==> config.mk <==
export PLATFORM = sky130hd
export DESIGN_NAME = fnv1a64_text_fingerprint_flat
export DESIGN_NICKNAME = d
export VERILOG_FILES = /design/src/hdl/fnv_pkg.sv /design/src/hdl/fnv_if.sv /design/src/hdl/fnv_mul.sv /design/src/hdl/fnv1a64_text_fingerprint.sv /design/src/flat_wrapper.sv
export SDC_FILE = /design/constraint.sdc
export NUM_CORES = 1
export LEC_CHECK = 0
export ABC_AREA = 1
export BUFFER_PORTS_ARGS = -buffer_cell sky130_fd_sc_hd__buf_4
export CORE_ASPECT_RATIO = 1.1
export CORE_MARGIN = 2
export CORE_UTILIZATION = 55
export DETAILED_ROUTE_END_ITERATION = 12
export PLACE_DENSITY = 0.72
export SLEW_MARGIN = 20
export SYNTH_ARGS = -nofsm -noshare
export SYNTH_HDL_FRONTEND = slang
export SYNTH_SLANG_ARGS = --single-unit
==> constraint.sdc <==
create_clock -name clk -period 6.4 [get_ports clk]
set_input_delay 1.28 -clock clk [delete_from_list [all_inputs] [get_ports clk]]
set_output_delay 1.28 -clock clk [all_outputs]
set_load 0.03 [all_outputs]
==> src/hdl/fnv_pkg.sv <==
// shared constants, types and helper functions for the fnv-1a text fingerprint
package fnv_pkg;

  localparam int unsigned HASH_W = 64;
  localparam int unsigned BYTE_W = 8;

  localparam logic [HASH_W-1:0] FNV_BASIS = 64'hCBF2_9CE4_8422_2325;

  localparam logic [BYTE_W-1:0] MARK_0 = 8'hEF;
  localparam logic [BYTE_W-1:0] MARK_1 = 8'hBB;
  localparam logic [BYTE_W-1:0] MARK_2 = 8'hBF;
  localparam logic [BYTE_W-1:0] CH_CR  = 8'h0D;
  localparam logic [BYTE_W-1:0] CH_LF  = 8'h0A;

  // prime 0x100000001B3 = 1 + 2^1 + 2^4 + 2^5 + 2^7 + 2^8 + 2^40
  // the unit starts from the operand itself and adds one shifted copy per step
  localparam int unsigned MUL_STEPS = 6;
  localparam int unsigned MUL_CNT_W = $clog2(MUL_STEPS);

  typedef struct packed {
    logic              start;
    logic [HASH_W-1:0] operand;
  } mul_req_t;

  typedef struct packed {
    logic              done;
    logic [HASH_W-1:0] product;
  } mul_rsp_t;

  function automatic logic [5:0] mul_shift(input logic [MUL_CNT_W-1:0] idx);
    logic [5:0] s;
    case (idx)
      3'd0:    s = 6'd1;
      3'd1:    s = 6'd4;
      3'd2:    s = 6'd5;
      3'd3:    s = 6'd7;
      3'd4:    s = 6'd8;
      default: s = 6'd40;
    endcase
    return s;
  endfunction

  function automatic logic [BYTE_W-1:0] mark_byte(input logic [1:0] idx);
    logic [BYTE_W-1:0] b;
    case (idx)
      2'd0:    b = MARK_0;
      2'd1:    b = MARK_1;
      default: b = MARK_2;
    endcase
    return b;
  endfunction

endpackage

==> src/hdl/fnv_if.sv <==
// valid/ready channel interfaces for message bytes and fingerprints
interface fnv_in_if
  import fnv_pkg::*;
  ();
  logic              valid;
  logic              ready;
  logic [BYTE_W-1:0] data_byte;
  logic              byte_present;
  logic              last;

  modport source (output valid, data_byte, byte_present, last, input ready);
  modport sink   (input valid, data_byte, byte_present, last, output ready);
endinterface

interface fnv_out_if
  import fnv_pkg::*;
  ();
  logic              valid;
  logic              ready;
  logic [HASH_W-1:0] fingerprint;

  modport source (output valid, fingerprint, input ready);
  modport sink   (input valid, fingerprint, output ready);
endinterface

==> src/hdl/fnv_mul.sv <==
// shift-add unit multiplying a 64-bit operand by the fnv prime, one add per cycle
module fnv_mul
  import fnv_pkg::*;
(
  input  logic     clk,
  input  logic     rst,
  input  mul_req_t req,
  output mul_rsp_t rsp
);

  logic                 busy;
  logic                 done;
  logic [MUL_CNT_W-1:0] cnt;
  logic [HASH_W-1:0]    opnd;
  logic [HASH_W-1:0]    acc;

  localparam logic [MUL_CNT_W-1:0] CNT_LAST = MUL_CNT_W'(MUL_STEPS - 1);

  always_ff @(posedge clk) begin
    if (rst) begin
      busy <= 1'b0;
      done <= 1'b0;
      cnt  <= '0;
    end else begin
      done <= 1'b0;
      if (req.start) begin
        busy <= 1'b1;
        cnt  <= '0;
        opnd <= req.operand;
        acc  <= req.operand;
      end else if (busy) begin
        acc <= acc + (opnd << mul_shift(cnt));
        if (cnt == CNT_LAST) begin
          busy <= 1'b0;
          done <= 1'b1;
        end else begin
          cnt <= cnt + 1'b1;
        end
      end
    end
  end

  assign rsp.done    = done;
  assign rsp.product = acc;

endmodule

==> src/hdl/fnv1a64_text_fingerprint.sv <==
// top level: byte normaliser, mark-prefix handling and hash sequencer
//  - msg channel: one item per raw message byte (data_byte with byte_present
//    high); last high ends the message, and an item with byte_present low and
//    last high closes a message without adding a byte (covers the empty one)
//  - fp channel: one item per message, the 64-bit fnv-1a hash of the
//    normalised text, never zero (a zero hash is given as one)
//  - a leading ef bb bf mark is skipped; held mark bytes are hashed once the
//    match breaks or the message ends; cr is hashed as lf, an lf right after
//    a cr is dropped
//  - sequencing: msg.ready is high only while the sequencer is idle; an
//    item passes an accept step, a dispatch step per byte it releases (up to
//    three: two held mark bytes and the byte itself), the six-step shift-add
//    prime multiply per hashed byte (none for a dropped lf) and a closing step
//  - on a last item the closing step loads the result register, which is
//    offered from the next cycle and waits there until fp.ready; no new item
//    is taken meanwhile, so a stalled receiver stalls the sender
//  - reset (synchronous, active high) returns the hash to the offset basis,
//    clears the prefix tracking and drops any pending result
module fnv1a64_text_fingerprint
  import fnv_pkg::*;
(
  input  logic        clk,
  input  logic        rst,
  fnv_in_if.sink      msg,
  fnv_out_if.source   fp
);

  typedef enum logic [1:0] {
    S_IDLE,
    S_RUN,
    S_WAIT,
    S_OUT
  } state_t;

  state_t            state;
  logic [HASH_W-1:0] hash;
  logic [1:0]        phase;       // mark bytes matched and held back
  logic              decided;     // mark found or ruled out
  logic              drop_lf;     // previous hashed byte was a cr
  logic [1:0]        flush_cnt;   // held mark bytes to release
  logic [1:0]        flush_idx;
  logic              byte_pend;
  logic              last_pend;
  logic [BYTE_W-1:0] byte_reg;
  logic [HASH_W-1:0] fp_reg;

  mul_req_t mul_req;
  mul_rsp_t mul_rsp;

  // accept-side decode
  logic in_acc;
  logic match;
  logic complete;

  // dispatch-side decode
  logic              feed_go;
  logic              feed_mark;
  logic [BYTE_W-1:0] feed_byte;
  logic              feed_drop;
  logic [BYTE_W-1:0] feed_norm;

  assign msg.ready = (state == S_IDLE);
  assign in_acc    = msg.valid && msg.ready;

  assign match = msg.byte_present && !decided && (phase != 2'd3) &&
                 (msg.data_byte == mark_byte(phase));
  assign complete = match && (phase == 2'd2);

  always_comb begin
    feed_mark = (flush_idx < flush_cnt);
    feed_go   = (state == S_RUN) && (feed_mark || byte_pend);
    feed_byte = feed_mark ? mark_byte(flush_idx) : byte_reg;
    feed_drop = drop_lf && (feed_byte == CH_LF);
    feed_norm = (feed_byte == CH_CR) ? CH_LF : feed_byte;
  end

  assign mul_req.start   = feed_go && !feed_drop;
  assign mul_req.operand = hash ^ {{(HASH_W-BYTE_W){1'b0}}, feed_norm};

  fnv_mul u_mul (
    .clk (clk),
    .rst (rst),
    .req (mul_req),
    .rsp (mul_rsp)
  );

  always_ff @(posedge clk) begin
    if (rst) begin
      state     <= S_IDLE;
      hash      <= FNV_BASIS;
      phase     <= 2'd0;
      decided   <= 1'b0;
      drop_lf   <= 1'b0;
      flush_cnt <= 2'd0;
      flush_idx <= 2'd0;
      byte_pend <= 1'b0;
      last_pend <= 1'b0;
    end else begin
      case (state)
        S_IDLE: begin
          if (in_acc) begin
            byte_reg  <= msg.data_byte;
            last_pend <= msg.last;
            flush_idx <= 2'd0;
            state     <= S_RUN;
            if (match) begin
              byte_pend <= 1'b0;
              if (complete) begin
                // whole mark seen: swallow it
                decided   <= 1'b1;
                phase     <= 2'd0;
                flush_cnt <= 2'd0;
              end else if (msg.last) begin
                // message ends inside a partial mark
                decided   <= 1'b1;
                phase     <= 2'd0;
                flush_cnt <= phase + 2'd1;
              end else begin
                phase     <= phase + 2'd1;
                flush_cnt <= 2'd0;
              end
            end else begin
              byte_pend <= msg.byte_present;
              if (!decided && (msg.byte_present || msg.last)) begin
                // match broken: release what is held, then the byte
                decided   <= 1'b1;
                phase     <= 2'd0;
                flush_cnt <= phase;
              end else begin
                flush_cnt <= 2'd0;
              end
            end
          end
        end
        S_RUN: begin
          if (feed_go) begin
            if (feed_mark) begin
              flush_idx <= flush_idx + 2'd1;
            end else begin
              byte_pend <= 1'b0;
            end
            if (feed_drop) begin
              drop_lf <= 1'b0;
            end else begin
              drop_lf <= (feed_byte == CH_CR);
              state   <= S_WAIT;
            end
          end else if (last_pend) begin
            fp_reg  <= (hash == '0) ? HASH_W'(1) : hash;
            hash    <= FNV_BASIS;
            phase   <= 2'd0;
            decided <= 1'b0;
            drop_lf <= 1'b0;
            state   <= S_OUT;
          end else begin
            state <= S_IDLE;
          end
        end
        S_WAIT: begin
          if (mul_rsp.done) begin
            hash  <= mul_rsp.product;
            state <= S_RUN;
          end
        end
        S_OUT: begin
          if (fp.ready) begin
            state <= S_IDLE;
          end
        end
        default: begin
          state <= S_IDLE;
        end
      endcase
    end
  end

  assign fp.valid       = (state == S_OUT);
  assign fp.fingerprint = fp_reg;

endmodule

==> src/flat_wrapper.sv <==
// flat-port wrapper written by rule: the top's interface ports become plain ports
module fnv1a64_text_fingerprint_flat import fnv_pkg::*;
  (clk, rst, msg_valid, msg_data_byte, msg_byte_present, msg_last, msg_ready, fp_valid, fp_fingerprint, fp_ready);
  fnv_in_if msg_i ();
  fnv_out_if fp_i ();
  input  logic clk;
  input  logic rst;
  input wire logic [$bits(msg_i.valid)-1:0] msg_valid;
  input wire logic [$bits(msg_i.data_byte)-1:0] msg_data_byte;
  input wire logic [$bits(msg_i.byte_present)-1:0] msg_byte_present;
  input wire logic [$bits(msg_i.last)-1:0] msg_last;
  output wire logic [$bits(msg_i.ready)-1:0] msg_ready;
  output wire logic [$bits(fp_i.valid)-1:0] fp_valid;
  output wire logic [$bits(fp_i.fingerprint)-1:0] fp_fingerprint;
  input wire logic [$bits(fp_i.ready)-1:0] fp_ready;
  assign msg_i.valid = msg_valid;
  assign msg_i.data_byte = msg_data_byte;
  assign msg_i.byte_present = msg_byte_present;
  assign msg_i.last = msg_last;
  assign msg_ready = msg_i.ready;
  assign fp_valid = fp_i.valid;
  assign fp_fingerprint = fp_i.fingerprint;
  assign fp_i.ready = fp_ready;
  fnv1a64_text_fingerprint u_core (.clk(clk), .rst(rst), .msg(msg_i), .fp(fp_i));
endmodule
==> out/summary.txt <==
YS warnings: 0
first-pass GRT wire length: 93000 µm
Post-CTS Hold Buffers: 0
Adder-Cell Fraction of Synth Area: 5.46%
Met2 Wirelength: 25800 µm
Async S/R FF share, synth: 0%
Hold Slack: 466 ps
IO Count: 80
Root Buffer: clkbuf_16
synthesized area per cell: 7.63 µm²
largest net degree at the start of global routing: 81
Total Neg Setup Slack: 0 ps
final wirelength: 61000 µm
Fillers: 3039
full die area: 34200 µm²
PwrDens: 443 nW/µm²
Fin. Hold Viols: 0
initial antenna violation count: 1
Slew Limit Fails: 0
Post-Syn Nets: 2451
clk slew on worst S/H paths: 60 ps
crit path time final: 5490 ps
layout cells sized above 1: 8.98%
CTS tree: yes
CTS Buf Count: 30
post-synthesis mux area share: 0.667%
Synth Area in Simple Gates: 22.5%
Slew headroom: 26.0%
Max-cap violations: 0
LEAKAGE: 8.12 nW
PostCTS Resize Cnt: 0
post-route ant nets: 0
Synth cell types: 51
Worst Setup End Kind: register
Post-synth EDFFs: 200
Post-DP HPWL: 46200 µm
port buffer count: 79
overall power: 8.72 mW
worst-skew pair later-pin latency: 590 ps
largest family of logic cells by synthesized area: simple AND/OR/NAND/NOR gates
fin cells: 2788
DRT Pass-1 Iters: 6
diode count: 0
Post-Synth XOR/XNOR Area: 2.29%
R2R Setup Slk: 910 ps
Initial DRC Count: 2112
Compound-Gate Fraction of Synth Area: 17.9%
Synth Cell Area: 18000 µm²
vias per inst: 6.09
worst-path fanout max: 80
area delta synth->final: 9.34%
Max Clk Rate: 0.182 GHz
Worst Setup Start Kind: register
DIE HEIGHT: 194 µm
Post-Syn Instances: 2359
Design Area, Final: 19700 µm²
row cnt: 69
largest buffer count on any clock path: 3
via count: 16992
Nets: 2430
RSZ-0062 raised after global routing: false
WL met1: 25600 µm
Worst-Margin Slew: 1110 ps
Setup Fix Bufs, Post-CTS: 0
DP Worst Slack: 1020 ps
Max Used Layer: met5
GRT Resource Usage Total: 35.5%
met3 wire length: 7450 µm
drc violations: 0
register area share after synthesis: 42.4%
Max VDD drop: 0.238 mV
Setup-failing EPs final: 0
skew final: 25.2 ps
Placed Cells: 2732
Critical Path RT: 6740 ps
Worst Hold Class: register to register
GRT overflow: 0
H-tree depth: 1
GP Congestion: 1.01
Die Width: 176 µm
Top FF cell, synth: edfxtp_1
final worst path period share: 85.8%
worst path arrival time: 5830 ps
WL per Instance: 21.9 µm
DP Area: 18700 µm²
clock sinks: 281
vias in the first global route: 15739
WS Path Type: register to register
Initial Utilization: 55.7%
status: finished, final reports clean
final core occ: 60.9%
CORE AREA: 32300 µm²
FF+latch count, synth: 281
final worst slack: 908 ps
-- layout by cell type, fill, tap and decap left out, drive strengths merged, types with 27 or more instances in the layout --
master,count
a21oi,155
buf,104
clkbuf,38
dfxtp,81
edfxtp,200
ha,77
inv,235
nand2,589
nand3,141
nor2,163
o211ai,32
o21ai,301
xor2,27
-- area by class of cell --
cell class / count / area (µm²) / area share, %
Tap cell: 426 / 533 / 2.71
Timing Repair Buffer: 104 / 793 / 4.03
Clock buffer: 38 / 822 / 4.18
Sequential cell: 281 / 7630 / 38.8
Clock inverter: 18 / 183 / 0.928
Multi-Input combinational cell: 1686 / 8840 / 44.9
Inverter: 235 / 883 / 4.49
-- where the power goes --
| group | switching [mW] | leakage, nW | internal (mW) |
|---|---|---|---|
| Sequential | 0.107 | 2.45 | 2.27 |
| Combinational | 3.11 | 5.19 | 1.44 |
| Clock | 0.756 | 0.493 | 1.03 |
| Total | 3.98 | 8.12 | 4.74 |
-- metal layers --
metal | vias up | track usage [%]
li1 | 7929 | -
met2 | 958 | 51.8
met3 | 118 | 7.45
met5 | - | 0
met1 | 7985 | 52.2
met4 | 2 | 12.3
-- synthesized netlist by cell type (16+ instances only) --
cell type,n,area (µm²)
or2_2,16,100
nand3_1,140,701
a31oi_1,21,131
nor2_1,163,612
edfxtp_1,200,6010
buf_2,27,135
a21oi_1,152,761
o21ai_0,164,821
clkbuf_1,112,420
inv_1,218,818
o21ai_1,130,651
dfxtp_1,81,1620
xnor2_1,20,175
xor2_1,27,236
o211ai_1,32,240
nor4_1,23,144
ha_1,77,963
nand2_1,587,2200
-- cells by family after synthesis --
family                     count (synthesis)
buffers and inverters                    392
AOI/OAI and AO/OA                        574
xor gates and xnor gates                  47
adders and majority gates                 78
DFF                                      281
muxes                                     12
and+or+nand+nor                          975
-- critical path: stages, from the launching register on --
cell and delay, ps:
dfxtp_1 390, inv_1 140, ha_1 250, o21ai_4 200, nand3_4 100, nand2_4 270, buf_12 320, nor2_1 70
a21oi_1 170, o21ai_1 130, mux2i_1 400, nor2_1 140, a221oi_2 450, ha_1 420, nand2_1 120, nand2_1 80
a31oi_1 210, o21ai_0 170, a21oi_1 210, nand3_1 270, a21o_1 260, or2_2 270, nand3_1 70, nand2_1 60
-- path summary, 6_finish.rpt --
| check | start | endpoint | cells past startpoint |
|---|---|---|---|
| worst max-delay path | u_core.u_mul.cnt[1] | u_core.u_mul.acc[54] | 23 |
| worst min-delay path | u_core.hash[2] | u_core.fp.fingerprint[2] | 0 |
| worst max register to register | u_core.u_mul.cnt[1] | u_core.u_mul.acc[54] | 23 |
| worst min register to register | u_core.hash[2] | u_core.fp.fingerprint[2] | 0 |
Note: power is estimated with default switching activity, not from simulation.
